## src/rtl/core/efc_pkg.sv

```systemverilog
package efc_pkg;

   // Field widths fixed by the frame format.
   localparam int unsigned COUNT_W     = 13;
   localparam int unsigned POS_W       = 14;
   localparam int unsigned LEN_W       = 17;
   localparam int unsigned QUEUE_DEPTH = 2;

   // CRC-16/CCITT-FALSE.
   localparam logic [15:0] CRC_INIT = 16'hFFFF;
   localparam logic [15:0] CRC_POLY = 16'h1021;

   // Legal frame length limits in bits: five header bytes up to 4096 bytes.
   localparam logic [LEN_W-1:0] LEN_BITS_FLOOR = LEN_W'(8 * 5);
   localparam logic [LEN_W-1:0] LEN_BITS_CEIL  = LEN_W'(8 * 4096);

   localparam logic [7:0] COUNTER_RESET = 8'hFF;

   // Configuration register indexes.
   typedef enum logic [2:0] {
      CSR_MIN_LENGTH  = 3'd0,
      CSR_MAX_LENGTH  = 3'd1,
      CSR_HDR_OFFSET  = 3'd2,
      CSR_DATA_ID     = 3'd3,
      CSR_MAX_DELTA   = 3'd4
   } csr_index_type;

   // Detailed check status codes.
   localparam logic [2:0] ST_OK           = 3'd0;
   localparam logic [2:0] ST_NO_NEW_DATA  = 3'd1;
   localparam logic [2:0] ST_ERROR        = 3'd2;
   localparam logic [2:0] ST_REPEATED     = 3'd3;
   localparam logic [2:0] ST_WRONG_SEQ    = 3'd4;
   localparam logic [2:0] ST_OK_SOME_LOST = 3'd5;

   // Generic status codes.
   localparam logic [2:0] GEN_OK          = 3'd0;
   localparam logic [2:0] GEN_REPEATED    = 3'd1;
   localparam logic [2:0] GEN_WRONG_SEQ   = 3'd2;
   localparam logic [2:0] GEN_NO_NEW_DATA = 3'd3;
   localparam logic [2:0] GEN_ERROR       = 3'd4;

   typedef struct packed {
      logic [7:0] data_byte;
      logic       last_byte;
      logic       no_data;
   } req_type;

   typedef struct packed {
      logic       return_code;
      logic [2:0] check_result;
      logic [2:0] generic_result;
      logic [7:0] seen_counter;
   } rsp_type;

   typedef struct packed {
      logic [15:0] min_length_bits;
      logic [15:0] max_length_bits;
      logic [15:0] header_offset_bits;
      logic [15:0] data_id;
      logic [7:0]  max_delta;
   } cfg_type;

   // One closed frame (or empty reception) handed from the front to the back.
   typedef struct packed {
      logic               no_data;
      logic [15:0]        crc;
      logic [COUNT_W-1:0] byte_count;
      logic [15:0]        rx_crc;
      logic [15:0]        rx_length;
      logic [7:0]         rx_seq;
   } frame_type;

   function automatic logic [7:0] rev8(input logic [7:0] v);
      logic [7:0] r;
      for (int i = 0; i < 8; i++) begin
         r[i] = v[7-i];
      end
      return r;
   endfunction

   function automatic logic [15:0] crc_byte(input logic [15:0] crc, input logic [7:0] b);
      logic [15:0] c;
      c = crc ^ {b, 8'h00};
      for (int i = 0; i < 8; i++) begin
         c = c[15] ? ({c[14:0], 1'b0} ^ CRC_POLY) : {c[14:0], 1'b0};
      end
      return c;
   endfunction

   function automatic logic [2:0] map_generic(input logic rc, input logic [2:0] st);
      logic [2:0] g;
      if (rc) begin
         g = GEN_ERROR;
      end else begin
         case (st)
            ST_OK, ST_OK_SOME_LOST: g = GEN_OK;
            ST_REPEATED:            g = GEN_REPEATED;
            ST_WRONG_SEQ:           g = GEN_WRONG_SEQ;
            ST_NO_NEW_DATA:         g = GEN_NO_NEW_DATA;
            default:                g = GEN_ERROR;
         endcase
      end
      return g;
   endfunction

endpackage

```

## src/rtl/core/efc_front.sv

```systemverilog
module efc_front import efc_pkg::*; #(
   parameter int unsigned MAX_FRAME_BYTES = 4096
) (
   input  logic        clock,
   input  logic        reset,
   input  logic        req_valid,
   output logic        req_ready,
   input  req_type     req_payload,
   input  logic [15:0] header_offset_bits,
   input  logic        queue_full,
   output logic        push_en,
   output frame_type   push_data
);

   localparam int unsigned CW = $clog2(MAX_FRAME_BYTES + 2);

   logic [15:0]   crc_ff, crc_in;
   logic [CW-1:0] count_ff, count_in;
   logic [15:0]   rx_crc_ff, rx_crc_in;
   logic [15:0]   rx_len_ff, rx_len_in;
   logic [7:0]    rx_seq_ff, rx_seq_in;

   logic             accept;
   logic             frame_end;
   logic [POS_W-1:0] pos;
   logic [POS_W-1:0] hoff;
   logic [7:0]       rb;

   // A transaction is taken whenever the queue has room for a closed frame.
   assign req_ready = !queue_full;
   assign accept    = req_valid && req_ready;
   assign frame_end = req_payload.no_data || req_payload.last_byte;
   assign push_en   = accept && frame_end;

   // Byte-wise header capture and CRC update.
   always_comb begin
      pos       = POS_W'(count_ff);
      hoff      = POS_W'(header_offset_bits[15:3]);
      rb        = rev8(req_payload.data_byte);
      crc_in    = crc_ff;
      rx_crc_in = rx_crc_ff;
      rx_len_in = rx_len_ff;
      rx_seq_in = rx_seq_ff;
      if (pos == hoff) begin
         rx_crc_in = {rb, rx_crc_ff[7:0]};
      end else if (pos == hoff + POS_W'(1)) begin
         rx_crc_in = {rx_crc_ff[15:8], rb};
      end else begin
         if (pos == hoff + POS_W'(2)) begin
            rx_len_in = {rb, rx_len_ff[7:0]};
         end else if (pos == hoff + POS_W'(3)) begin
            rx_len_in = {rx_len_ff[15:8], rb};
         end else if (pos == hoff + POS_W'(4)) begin
            rx_seq_in = rb;
         end
         crc_in = crc_byte(crc_ff, req_payload.data_byte);
      end
      // The count saturates one past the largest legal frame.
      if (count_ff <= CW'(MAX_FRAME_BYTES)) begin
         count_in = count_ff + CW'(1);
      end else begin
         count_in = count_ff;
      end
   end

   // Record of the closed frame for the back end.
   always_comb begin
      push_data            = '0;
      push_data.no_data    = req_payload.no_data;
      if (!req_payload.no_data) begin
         push_data.crc        = crc_in;
         push_data.byte_count = COUNT_W'(count_in);
         push_data.rx_crc     = rx_crc_in;
         push_data.rx_length  = rx_len_in;
         push_data.rx_seq     = rx_seq_in;
      end
   end

   // Frame state; any closing transaction returns it to the start of frame.
   always_ff @(posedge clock) begin
      if (reset || (accept && frame_end)) begin
         crc_ff    <= CRC_INIT;
         count_ff  <= '0;
         rx_crc_ff <= '0;
         rx_len_ff <= '0;
         rx_seq_ff <= '0;
      end else if (accept) begin
         crc_ff    <= crc_in;
         count_ff  <= count_in;
         rx_crc_ff <= rx_crc_in;
         rx_len_ff <= rx_len_in;
         rx_seq_ff <= rx_seq_in;
      end
   end

endmodule

```

## src/rtl/core/efc_queue.sv

```systemverilog
module efc_queue import efc_pkg::*; #(
   parameter int unsigned DEPTH = 2
) (
   input  logic                         clock,
   input  logic                         reset,
   input  logic                         push_en,
   input  frame_type                    push_data,
   output logic                         full,
   input  logic                         pop_en,
   output frame_type                    pop_data,
   output logic                         empty,
   output logic [$clog2(DEPTH+1)-1:0]   fill
);

   localparam int unsigned PW = $clog2(DEPTH);
   localparam int unsigned FW = $clog2(DEPTH + 1);

   frame_type     entry_ff [DEPTH];
   logic [PW-1:0] wr_ptr_ff, wr_ptr_in;
   logic [PW-1:0] rd_ptr_ff, rd_ptr_in;
   logic [FW-1:0] count_ff, count_in;

   assign full     = (count_ff == FW'(DEPTH));
   assign empty    = (count_ff == '0);
   assign fill     = count_ff;
   assign pop_data = entry_ff[rd_ptr_ff];

   // Pointer and occupancy update.
   always_comb begin
      wr_ptr_in = wr_ptr_ff;
      rd_ptr_in = rd_ptr_ff;
      count_in  = count_ff;
      if (push_en) begin
         wr_ptr_in = (wr_ptr_ff == PW'(DEPTH - 1)) ? '0 : wr_ptr_ff + PW'(1);
      end
      if (pop_en) begin
         rd_ptr_in = (rd_ptr_ff == PW'(DEPTH - 1)) ? '0 : rd_ptr_ff + PW'(1);
      end
      if (push_en && !pop_en) begin
         count_in = count_ff + FW'(1);
      end else if (pop_en && !push_en) begin
         count_in = count_ff - FW'(1);
      end
   end

   always_ff @(posedge clock) begin
      if (reset) begin
         wr_ptr_ff <= '0;
         rd_ptr_ff <= '0;
         count_ff  <= '0;
      end else begin
         wr_ptr_ff <= wr_ptr_in;
         rd_ptr_ff <= rd_ptr_in;
         count_ff  <= count_in;
      end
   end

   // Entry storage.
   always_ff @(posedge clock) begin
      if (push_en) begin
         entry_ff[wr_ptr_ff] <= push_data;
      end
   end

endmodule

```

## src/rtl/core/efc_back.sv

```systemverilog
module efc_back import efc_pkg::*; #(
   parameter int unsigned MAX_FRAME_BYTES = 4096
) (
   input  logic      clock,
   input  logic      reset,
   input  cfg_type   cfg,
   input  logic      queue_empty,
   input  frame_type pop_data,
   output logic      pop_en,
   output logic      rsp_valid,
   input  logic      rsp_ready,
   output rsp_type   rsp_payload
);

   // Stage one: rule checks and CRC over the data id high byte.
   logic        s1_valid_ff;
   frame_type   s1_frame_ff;
   logic [15:0] s1_crc_ff;
   logic        s1_wrong_ff;

   // Stage two: output register and receiver state.
   logic        out_valid_ff;
   rsp_type     out_ff, out_in;
   logic [2:0]  status_ff, status_in;
   logic [7:0]  last_counter_ff, last_counter_in;

   logic             out_free, s1_move, s1_free;
   logic [LEN_W-1:0] min_len, max_len, len_bits, off_end;
   logic             cfg_bad, wrong;
   logic [15:0]      crc_final;
   logic             crc_match;
   logic [7:0]       delta;
   logic             rc;
   logic [7:0]       seen;

   assign out_free  = !out_valid_ff || rsp_ready;
   assign s1_move   = s1_valid_ff && out_free;
   assign s1_free   = !s1_valid_ff || s1_move;
   assign pop_en    = !queue_empty && s1_free;
   assign rsp_valid = out_valid_ff;
   assign rsp_payload = out_ff;

   // Configuration and frame rule checks on the record at the queue head.
   always_comb begin
      min_len  = LEN_W'(cfg.min_length_bits);
      max_len  = LEN_W'(cfg.max_length_bits);
      len_bits = {1'b0, pop_data.byte_count, 3'b000};
      off_end  = LEN_W'(cfg.header_offset_bits) + LEN_BITS_FLOOR;
      cfg_bad  = (min_len < LEN_BITS_FLOOR) || (max_len < LEN_BITS_FLOOR) ||
                 (min_len > LEN_BITS_CEIL) || (max_len > LEN_BITS_CEIL) ||
                 (min_len > max_len);
      wrong    = cfg_bad;
      if (!pop_data.no_data) begin
         wrong = cfg_bad ||
                 (pop_data.byte_count > COUNT_W'(MAX_FRAME_BYTES)) ||
                 (len_bits < min_len) || (len_bits > max_len) ||
                 (cfg.header_offset_bits[2:0] != 3'b000) ||
                 (off_end > len_bits);
      end
   end

   always_ff @(posedge clock) begin
      if (reset) begin
         s1_valid_ff <= 1'b0;
      end else if (s1_free) begin
         s1_valid_ff <= pop_en;
      end
   end

   always_ff @(posedge clock) begin
      if (pop_en) begin
         s1_frame_ff <= pop_data;
         s1_crc_ff   <= crc_byte(pop_data.crc, cfg.data_id[15:8]);
         s1_wrong_ff <= wrong;
      end
   end

   // Final CRC byte, sequence evaluation and result build.
   always_comb begin
      crc_final       = crc_byte(s1_crc_ff, cfg.data_id[7:0]);
      crc_match       = (crc_final == s1_frame_ff.rx_crc) &&
                        (s1_frame_ff.rx_length == 16'(s1_frame_ff.byte_count));
      delta           = s1_frame_ff.rx_seq - last_counter_ff;
      status_in       = status_ff;
      last_counter_in = last_counter_ff;
      rc              = 1'b0;
      seen            = 8'h00;
      if (s1_wrong_ff) begin
         rc = 1'b1;
      end else if (s1_frame_ff.no_data) begin
         status_in = ST_NO_NEW_DATA;
      end else if (!crc_match) begin
         status_in = ST_ERROR;
         seen      = s1_frame_ff.rx_seq;
      end else begin
         if (delta > cfg.max_delta) begin
            status_in = ST_WRONG_SEQ;
         end else if (delta == 8'd0) begin
            status_in = ST_REPEATED;
         end else if (delta == 8'd1) begin
            status_in = ST_OK;
         end else begin
            status_in = ST_OK_SOME_LOST;
         end
         last_counter_in = s1_frame_ff.rx_seq;
         seen            = s1_frame_ff.rx_seq;
      end
      out_in.return_code    = rc;
      out_in.check_result   = status_in;
      out_in.generic_result = map_generic(rc, status_in);
      out_in.seen_counter   = seen;
   end

   always_ff @(posedge clock) begin
      if (reset) begin
         out_valid_ff    <= 1'b0;
         status_ff       <= ST_ERROR;
         last_counter_ff <= COUNTER_RESET;
      end else begin
         if (out_free) begin
            out_valid_ff <= s1_valid_ff;
         end
         if (s1_move) begin
            status_ff       <= status_in;
            last_counter_ff <= last_counter_in;
         end
      end
   end

   always_ff @(posedge clock) begin
      if (s1_move) begin
         out_ff <= out_in;
      end
   end

endmodule

```

## src/rtl/core/e2e_frame_checker_unit.sv

```systemverilog
// Channel    Direction  Handshake              Content
// req_*      in         req_valid / req_ready  one frame byte, last mark, empty flag
// rsp_*      out        rsp_valid / rsp_ready  return code, status, generic status, counter
// csr_*      in         csr_valid / csr_ready  register index and write data
//
// One byte is taken every cycle while the frame queue is not full; the CRC update
// and header capture finish in that cycle. A result passes from its closing transaction
// through the frame queue, the check stage register and then the output register.
// Reset is synchronous and needs no clearing pass; csr_ready is always high.
// The two-entry frame queue lets the byte front keep going while a result is stalled.
module e2e_frame_checker_unit import efc_pkg::*; #(
   parameter int unsigned MAX_FRAME_BYTES = 4096
) (
   input  logic        clock,
   input  logic        reset,
   input  logic        req_valid,
   output logic        req_ready,
   input  req_type     req_payload,
   output logic        rsp_valid,
   input  logic        rsp_ready,
   output rsp_type     rsp_payload,
   input  logic        csr_valid,
   output logic        csr_ready,
   input  logic [2:0]  csr_index,
   input  logic [15:0] csr_data
);

   localparam int unsigned FW = $clog2(QUEUE_DEPTH + 1);

   cfg_type       cfg_ff;
   logic          push_en, pop_en, queue_full, queue_empty;
   frame_type     push_data, pop_data;
   logic [FW-1:0] queue_fill;

   // Configuration registers.
   assign csr_ready = 1'b1;

   always_ff @(posedge clock) begin
      if (reset) begin
         cfg_ff.min_length_bits    <= 16'd40;
         cfg_ff.max_length_bits    <= 16'd32768;
         cfg_ff.header_offset_bits <= 16'd0;
         cfg_ff.data_id            <= 16'd0;
         cfg_ff.max_delta          <= 8'd1;
      end else if (csr_valid && csr_ready) begin
         unique case (csr_index_type'(csr_index))
            CSR_MIN_LENGTH: cfg_ff.min_length_bits    <= csr_data;
            CSR_MAX_LENGTH: cfg_ff.max_length_bits    <= csr_data;
            CSR_HDR_OFFSET: cfg_ff.header_offset_bits <= csr_data;
            CSR_DATA_ID:    cfg_ff.data_id            <= csr_data;
            CSR_MAX_DELTA:  cfg_ff.max_delta          <= csr_data[7:0];
            default: begin
            end
         endcase
      end
   end

   // Byte front: CRC accumulation and header capture.
   efc_front #(
      .MAX_FRAME_BYTES(MAX_FRAME_BYTES)
   ) u_front (
      .clock              (clock),
      .reset              (reset),
      .req_valid          (req_valid),
      .req_ready          (req_ready),
      .req_payload        (req_payload),
      .header_offset_bits (cfg_ff.header_offset_bits),
      .queue_full         (queue_full),
      .push_en            (push_en),
      .push_data          (push_data)
   );

   // Queue of closed frames.
   efc_queue #(
      .DEPTH(QUEUE_DEPTH)
   ) u_queue (
      .clock     (clock),
      .reset     (reset),
      .push_en   (push_en),
      .push_data (push_data),
      .full      (queue_full),
      .pop_en    (pop_en),
      .pop_data  (pop_data),
      .empty     (queue_empty),
      .fill      (queue_fill)
   );

   // Check back end: rules, final CRC, sequence and status.
   efc_back #(
      .MAX_FRAME_BYTES(MAX_FRAME_BYTES)
   ) u_back (
      .clock       (clock),
      .reset       (reset),
      .cfg         (cfg_ff),
      .queue_empty (queue_empty),
      .pop_data    (pop_data),
      .pop_en      (pop_en),
      .rsp_valid   (rsp_valid),
      .rsp_ready   (rsp_ready),
      .rsp_payload (rsp_payload)
   );

`ifndef NO_ASSERTIONS
   // The frame queue never holds more records than it has entries.
   assert property (@(posedge clock) disable iff (reset)
      queue_fill <= FW'(QUEUE_DEPTH))
      else $error("frame queue overfilled");

   // A rule violation always maps to the generic error status and no counter.
   assert property (@(posedge clock) disable iff (reset)
      (rsp_valid && rsp_payload.return_code) |->
      (rsp_payload.generic_result == GEN_ERROR && rsp_payload.seen_counter == 8'h00))
      else $error("input error not reported as generic error");

   // An accepted empty reception reaches the queue in the next cycle.
   assert property (@(posedge clock) disable iff (reset)
      (req_valid && req_ready && req_payload.no_data) |=> !queue_empty)
      else $error("empty reception lost before the queue");

   // A valid empty reception carries no counter.
   assert property (@(posedge clock) disable iff (reset)
      (rsp_valid && !rsp_payload.return_code &&
       rsp_payload.check_result == ST_NO_NEW_DATA) |->
      (rsp_payload.seen_counter == 8'h00 && rsp_payload.generic_result == GEN_NO_NEW_DATA))
      else $error("empty reception result inconsistent");
`endif

endmodule
```

## config.mk

```make
export PLATFORM = sky130hd
export DESIGN_NAME = e2e_frame_checker_unit
export DESIGN_NICKNAME = d
export VERILOG_FILES = /design/src/rtl/core/efc_pkg.sv /design/src/rtl/core/efc_front.sv /design/src/rtl/core/efc_queue.sv /design/src/rtl/core/efc_back.sv /design/src/rtl/core/e2e_frame_checker_unit.sv
export SDC_FILE = /design/constraint.sdc
export NUM_CORES = 1
export LEC_CHECK = 0
export BUFFER_PORTS_ARGS = -buffer_cell sky130_fd_sc_hd__buf_2
export CAP_MARGIN = 20
export CELL_PAD_IN_SITES_DETAIL_PLACEMENT = 1
export CELL_PAD_IN_SITES_GLOBAL_PLACEMENT = 2
export CORE_UTILIZATION = 45
export DETAILED_ROUTE_END_ITERATION = 8
export PLACE_DENSITY = 0.92
export SLEW_MARGIN = 25
export SYNTH_ARGS = -nofsm -noshare
export SYNTH_HDL_FRONTEND = slang
export SYNTH_SLANG_ARGS = --single-unit
```

## constraint.sdc

```tcl
create_clock -name clock -period 8.33 [get_ports clock]
set_input_delay 0.4165 -clock clock [delete_from_list [all_inputs] [get_ports clock]]
set_output_delay 0.4165 -clock clock [all_outputs]
set_load 0.1 [all_outputs]
```

## After elaboration in Yosys (flattened, before gate mapping)

Memory sizes are Yosys's and may differ from the RTL's. A register that Yosys moved wholly into a read port is not among the register bits.
Cells that the tools add are included.
Widths: inputs -> output; s select.

| storage, ports and cells | value |
|---|---|
| register bits after elaboration | 244 |
| bits in writable memories | 140 |
| bits of input ports | 34 |
| output and inout port bits | 18 |
| logic and storage cells | 194 |
| memories kept | 1 |

| operators by class | value |
|---|---|
| $add $sub $neg | 11 |
| $lt $le $gt $ge | 11 |
| equality and inequality tests | 17 |
| mux-type cells | 56 |
| bitwise gates (word level) | 29 |
| reductions and logical operators | 40 |

Memories:

| name | words | width | read ports | clocked after Yosys merged registers in | write ports | line | text |
|---|---|---|---|---|---|---|---|
| u_queue.entry_ff | 2 | 70 | 1 | 1 | 1 | efc_queue.sv:18 | `frame_type entry_ff [DEPTH];` |

Operator list:

| operator | count |
|---|---|
| $mux 13 | 25 |
| $mux 16 | 6 |
| $not 3->3 | 24 |
| $mux 69 | 1 |
| $eq 13x14->1 | 4 |
| $mux 8 | 7 |
| $xor 16x16->16 | 3 |
| $gt 16x16->1 | 2 |
| $gt 16x16->1 const B | 2 |
| $lt 16x6->1 const B | 2 |
| $add 13x2->14 const B | 2 |
| $mux 3 | 6 |
| $add 16x6->17 const B | 1 |
| $gt 17x16->1 | 1 |
| $eq 16x13->1 | 1 |
| $eq 16x16->1 | 1 |
| $lt 16x16->1 | 1 |
| $add 13x1->14 const B | 1 |
| $add 13x3->14 const B | 1 |
| $add 13x1->13 const B | 1 |
| $eq 13x13->1 | 1 |
| $gt 13x13->1 const B | 1 |
| $le 13x13->1 const B | 1 |
| $logic_or 1x1->1 | 13 |
| other kinds (24) | 56 |

## Longest topological paths before layout

| logic depth | value |
|---|---|
| depth in word-level cells | 25 |
| mapped depth | 15 |

## By module

Synthesis repeated with hierarchy kept, for this count alone.

| unflattened totals | value |
|---|---|
| cell total of the unflattened synthesis | 1799 |
| area total of the unflattened synthesis | 20279.4 µm² |

Modules (own cells, without submodules):

| module | instances | cells each | area each (µm²) | seq. area each (µm²) |
|---|---|---|---|---|
| efc_back | 1 | 570 | 6251.0 | 2842.7 |
| efc_front | 1 | 725 | 5849.4 | 1381.3 |
| efc_queue | 1 | 240 | 5283.8 | 4304.1 |
| e2e_frame_checker_unit | 1 | 264 | 2895.3 | 1441.4 |

## Worst setup path after synthesis

OpenSTA, ideal clock, no wires.

| timing | value |
|---|---|
| kind | register to register |
| start point | reg u_queue.count_ff[0], in the netlist u_queue.fill[0] |
| end point | mem u_queue.entry_ff[0][0] (netlist bit) (enable) |
| library setup time | 499 ps |
| arrival | 4801 ps |
| data required time | 7831 ps |
| path slack | 3030 ps |
| stages on the path, launching flop included | 6 |
| buffers on the path | 1 |
| path through | dfxtp_1 > nand2b_1 > and2_1 > clkbuf_1 > o21ai_0 > nor2_1 |

| between the ends | value |
|---|---|
| cells in the longest elaborated chain, start to end | 6 |

RTL lines:

| item | line | text |
|---|---|---|
| start, declared | efc_queue.sv:21 | `logic [FW-1:0] count_ff, count_in;` |
| start signal, assigned | efc_queue.sv:54 | `count_ff <= count_in;` |
| $eq 2x2->1 | efc_queue.sv:23 | `assign full = (count_ff == FW'(DEPTH));` |
| $logic_not 1->1 | efc_front.sv:30 | `assign req_ready = !queue_full;` |
| via req_ready | e2e_frame_checker_unit.sv:17 | `output logic req_ready,` |
| $logic_and 1x1->1 | efc_front.sv:31 | `assign accept = req_valid && req_ready;` |
| $logic_and 1x1->1 | efc_front.sv:33 | `assign push_en = accept && frame_end;` |
| $mux 1 | efc_queue.sv:60 | `if (push_en) begin` |
| $mux 1 (implied by the code) | efc_queue.sv:61 | `entry_ff[wr_ptr_ff] <= push_data;` |
| end, declared | efc_queue.sv:18 |  |

The timed path passes the listed nets, and every way through them passes these cells.

## Final worst setup path

| timing | value |
|---|---|
| start point | reg cfg_ff[30] (netlist name) |
| end point | reg u_front.rx_len_ff[12] |

| between the ends | value |
|---|---|
| cells in the longest elaborated chain, start to end | 5 |
| elaborated cells on any way between the ends | 8 |
| those cells by class | add/sub: 2; eq/ne: 3; mux: 3 |

RTL lines:

| item | line | text |
|---|---|---|
| $add 13x2->14 | efc_front.sv:49 | `if (pos == hoff + POS_W'(2)) begin` |
| $eq 13x14->1 | efc_front.sv:49 |  |
| $mux 16 | efc_front.sv:49 |  |
| $mux 16 | efc_front.sv:46 | `end else if (pos == hoff + POS_W'(1)) begin` |
| $mux 16 (*) | efc_front.sv:44 | `if (pos == hoff) begin` |
| end signal, assigned | efc_front.sv:91 | `rx_len_ff <= rx_len_in;` |
| end, declared | efc_front.sv:20 | `logic [15:0] rx_len_ff, rx_len_in;` |

Mark *: on every way between the ends. The rest lies on a longest branch, timed or not.
A chain may end at the register's enable or synchronous reset.

==> metrics <==
CP delay by family, top=simple AND/OR/NAND/NOR gates; Total GRT Usage=0.251; Slew @ Worst Pin=1020 ps; routed len/inst=22.6 µm; Worst Hold Endpoint=cfg_ff[25]$_SDFFE_PP0P_; static leakage=0.00774 µW; Sw Share=0.338; Slew Viols, Final=0; post-cts sizing count=0; Initial Utilization=0.456; total power=between 6000 and 7000 µW; max cap viols=0; Die Wd=208 µm; initial DRC count=roughly 860; RePlAce Congestion=roughly 0.89; Reg2Reg Launch Point=cfg_ff[30]$_SDFFE_PP0P_; CP max stage delay=730 ps; most frequent cells in the layout=226 x edfxtp_1, 210 x nand2_1, 178 x nor2_1; clock sinks=385; number of global-route vias before repair=14248; Total Wirelength=54.1 mm; Comb pwr share=0.283; Post-Synthesis Cell Area=approximately 0.019 mm²; final hold vios=0; share of cells above drive strength 1=0.103; hold-fix buffers at CTS=0; Synth Flop Type=edfxtp_1; vias per inst=5.71; Gate Count Post-Synth=between 1500 and 2000; CTS tree=built; Mean Syn Cell Area=10.5 µm²; initial antenna violation count=0; placed instance area=0.0197 mm²; Area Growth Syn to Fin=10.2%; R2R cell count=9; CTS Root Cell=clkbuf_16; Final ANT Viol Nets=0; Pre-antenna DRT Iters=5; Die H=208 µm; ant diodes=0; worst-path fanout max=15; #FFs+latches synth=385; Clock Latency Late Sink=approximately 560 ps; Clock transition at path regs=roughly 60 ps; Die Area=roughly 0.043 mm²; hold path start=csr_data[1]; placed cells=around 2300; number of port buffers=50; Yosys cell types=75; RR Endpoint=u_front.rx_len_ff[12]$_SDFFE_PP0P_; H-tree Lvls=2; final setup violation count=0; crit path DAT=4860 ps; Worst Setup End Kind=flip-flop; CP bufs+invs=1; net count of the mapped netlist=about 1900; status=finished clean; fmax=225 MHz; flop2flop setup slack=just under 4000 ps; deepest clock path buffer count=3; unrepaired setup endpoints after global routing=no; CTS buffer count=42; Final Non-Filler Cells=2397; io pins=52; sequential share of power=0.429; NumNets Final=1940; post-route cell area=between 0.02 and 0.025 mm²; number of cell rows=75; switching power of the nets=~2100 µW; worst relative slew slack=0.319; residual DRC count=0; Ys Warns=0; peak supply drop=0.000180 V; Setup TNS=0 ps; cell mode on critical path=nor2_1; crit-path cells=ha_1, inv_1, nor3_1, nor2_1, a2111oi_0, nand4_1, nor2_2, mux2i_1, nor2_1; hold path depth=3; area of the core=between 0.04 and 0.05 mm²; skew final=24.1 ps; Critical Path Slowest Stage Cell=nand4_1; grt total ovfl=0; global-route wire length before repair=84.0 mm; PwrDens=294 mW/mm²; commonest non-fill, non-tap cell in the layout=edfxtp_1; largest net degree at the start of global routing=73; Crit Path Class=flip-flop to flip-flop; Setup Fix Bufs, Post-CTS=0; Worst Path Required=between 8000 and 9000 ps; detailed placement HPWL=38.0 mm; Hold Path Class=input port to flip-flop; DR vias=13683; Setup crit start kind=flip-flop; clock network power share=0.288; Seq/Total Area, Yosys=0.522; fin crit share=0.533; Synth async-reset ratio=0; Pint=4090 µW; number of flops mapped to enable cells by yosys=~230; min Tclk post-route=4440 ps
worst register-to-register path, stage by stage, from the launching register on:
cell,delay [ps]
dfxtp_1,640
ha_1,590
inv_1,210
nor3_1,650
nor2_1,130
a2111oi_0,290
nand4_1,730
nor2_2,730
mux2i_1,270
nor2_1,60
cell type report:
cell class | instances | area [µm²]
clock buffer | 59 | 1180
clock inverter | 18 | 138
fill | 4505 | 20800
inverter | 76 | 285
multi-input combinational | 1256 | 8430
sequential | 385 | 9970
tap | 539 | 674
timing repair buffer | 64 | 355
power groups by stage:
stage	combinational, µW	clock [µW]	sequential (µW)
after global placement	1660	0	2680
after CTS	1760	1810	2660
final	1750	1780	2650
after floorplan	1160	0	2740
after global routing	1890	1880	2680
after detailed placement	1740	0	2690
state kept, by name (all words and copies together), names as in the netlist, 2 cells and up, named ones only:
| name | cells |
|---|---|
| u_back.s1_crc_ff | 16 |
| u_back.s1_frame_ff | 54 |
| u_front.crc_ff | 16 |
| u_front.count_ff | 13 |
| u_back.status_ff | 3 |
| u_front.rx_len_ff | 16 |
| cfg_ff | 72 |
| u_back.rsp_payload | 15 |
| u_front.rx_crc_ff | 16 |
| u_front.rx_seq_ff | 8 |
| u_queue.fill | 2 |
| u_back.last_counter_ff | 8 |
| u_queue.entry_ff | 140 |
worst max-delay path by stage:
| stage | from | endpoint | slack (ps) | cells past startpoint |
|---|---|---|---|---|
| 3_3_place_gp | cfg_ff[30]$_SDFFE_PP0P_ | u_front.rx_len_ff[15]$_SDFFE_PP0P_ | 4100 | 9 |
| 4_1_cts | cfg_ff[30]$_SDFFE_PP0P_ | u_front.rx_len_ff[9]$_SDFFE_PP0P_ | 3920 | 9 |
| 3_5_place_dp | cfg_ff[30]$_SDFFE_PP0P_ | u_front.rx_len_ff[14]$_SDFFE_PP0P_ | 3880 | 9 |
| 5_1_grt | cfg_ff[30]$_SDFFE_PP0P_ | u_front.rx_len_ff[9]$_SDFFE_PP0P_ | 3360 | 9 |
| 2_1_floorplan | u_queue.fill[0]$_SDFFE_PP0P_ | u_queue.entry_ff[0][0]$_DFFE_PP_ | 3030 | 5 |
| 6_report | cfg_ff[30]$_SDFFE_PP0P_ | u_front.rx_len_ff[12]$_SDFFE_PP0P_ | 3890 | 9 |
metrics by stage:
stage | hold WS [ps] | worst slack [ps] | util
after floorplan | 424 | 3030 | -
after global placement | 437 | 4100 | 0.471
after detailed placement | 447 | 3880 | 0.471
after CTS | 139 | 3920 | 0.503
after global routing | 157 | 3360 | 0.503
final | 160 | 3890 | 0.503
logic make-up after synthesis:
family / synth area share
compound gates: 0.0876
xor+xnor: 0.0746
fa+ha+maj: 0.0535
buf+inv: 0.0378
flops: 0.522
mux: 0.0856
other cells: 0.000196
simple gates: 0.139
cell usage after synthesis, drive strengths merged (3+ instances only):
library cell | number | area (µm²)
xnor2 | 96 | 841
nor2b | 13 | 81.3
mux2 | 50 | 563
dfxtp | 159 | 3180
nand2 | 212 | 798
or3 | 13 | 81.3
a211oi | 3 | 22.5
and3 | 6 | 37.5
clkbuf | 73 | 275
nor3b | 6 | 45.0
mux2i | 107 | 1070
o21a | 4 | 30.0
nand3 | 32 | 160
o21ai | 50 | 250
a211o | 5 | 43.8
edfxtp | 226 | 6790
nor4 | 12 | 75.1
a22oi | 4 | 30.0
inv | 75 | 282
buf | 31 | 161
nor2 | 183 | 692
a21o | 17 | 128
xor2 | 63 | 559
and2 | 14 | 87.6
or4 | 6 | 45.0
a2111o | 4 | 45.0
o41ai | 3 | 26.3
a21oi | 133 | 666
or2 | 4 | 25.0
a2111oi | 3 | 45.1
o22ai | 4 | 25.0
nor3 | 32 | 160
ha | 80 | 1000
o21bai | 3 | 22.5
and4 | 8 | 70.1
a221o | 4 | 40.0
nand2b | 9 | 56.3
o211ai | 11 | 82.6
a31oi | 8 | 50.1
o2111ai | 4 | 35.0
nand4 | 22 | 144
routing by layer:
metal	GRT usage	share of wire	vias to the layer above
met3	0.0365	0.040	86
met4	0.0820	0.029	0
li1	-	-	6409
met1	0.341	0.46	6905
met2	0.414	0.47	283
met5	0	0	-
Power figures use the tool's default switching activity.
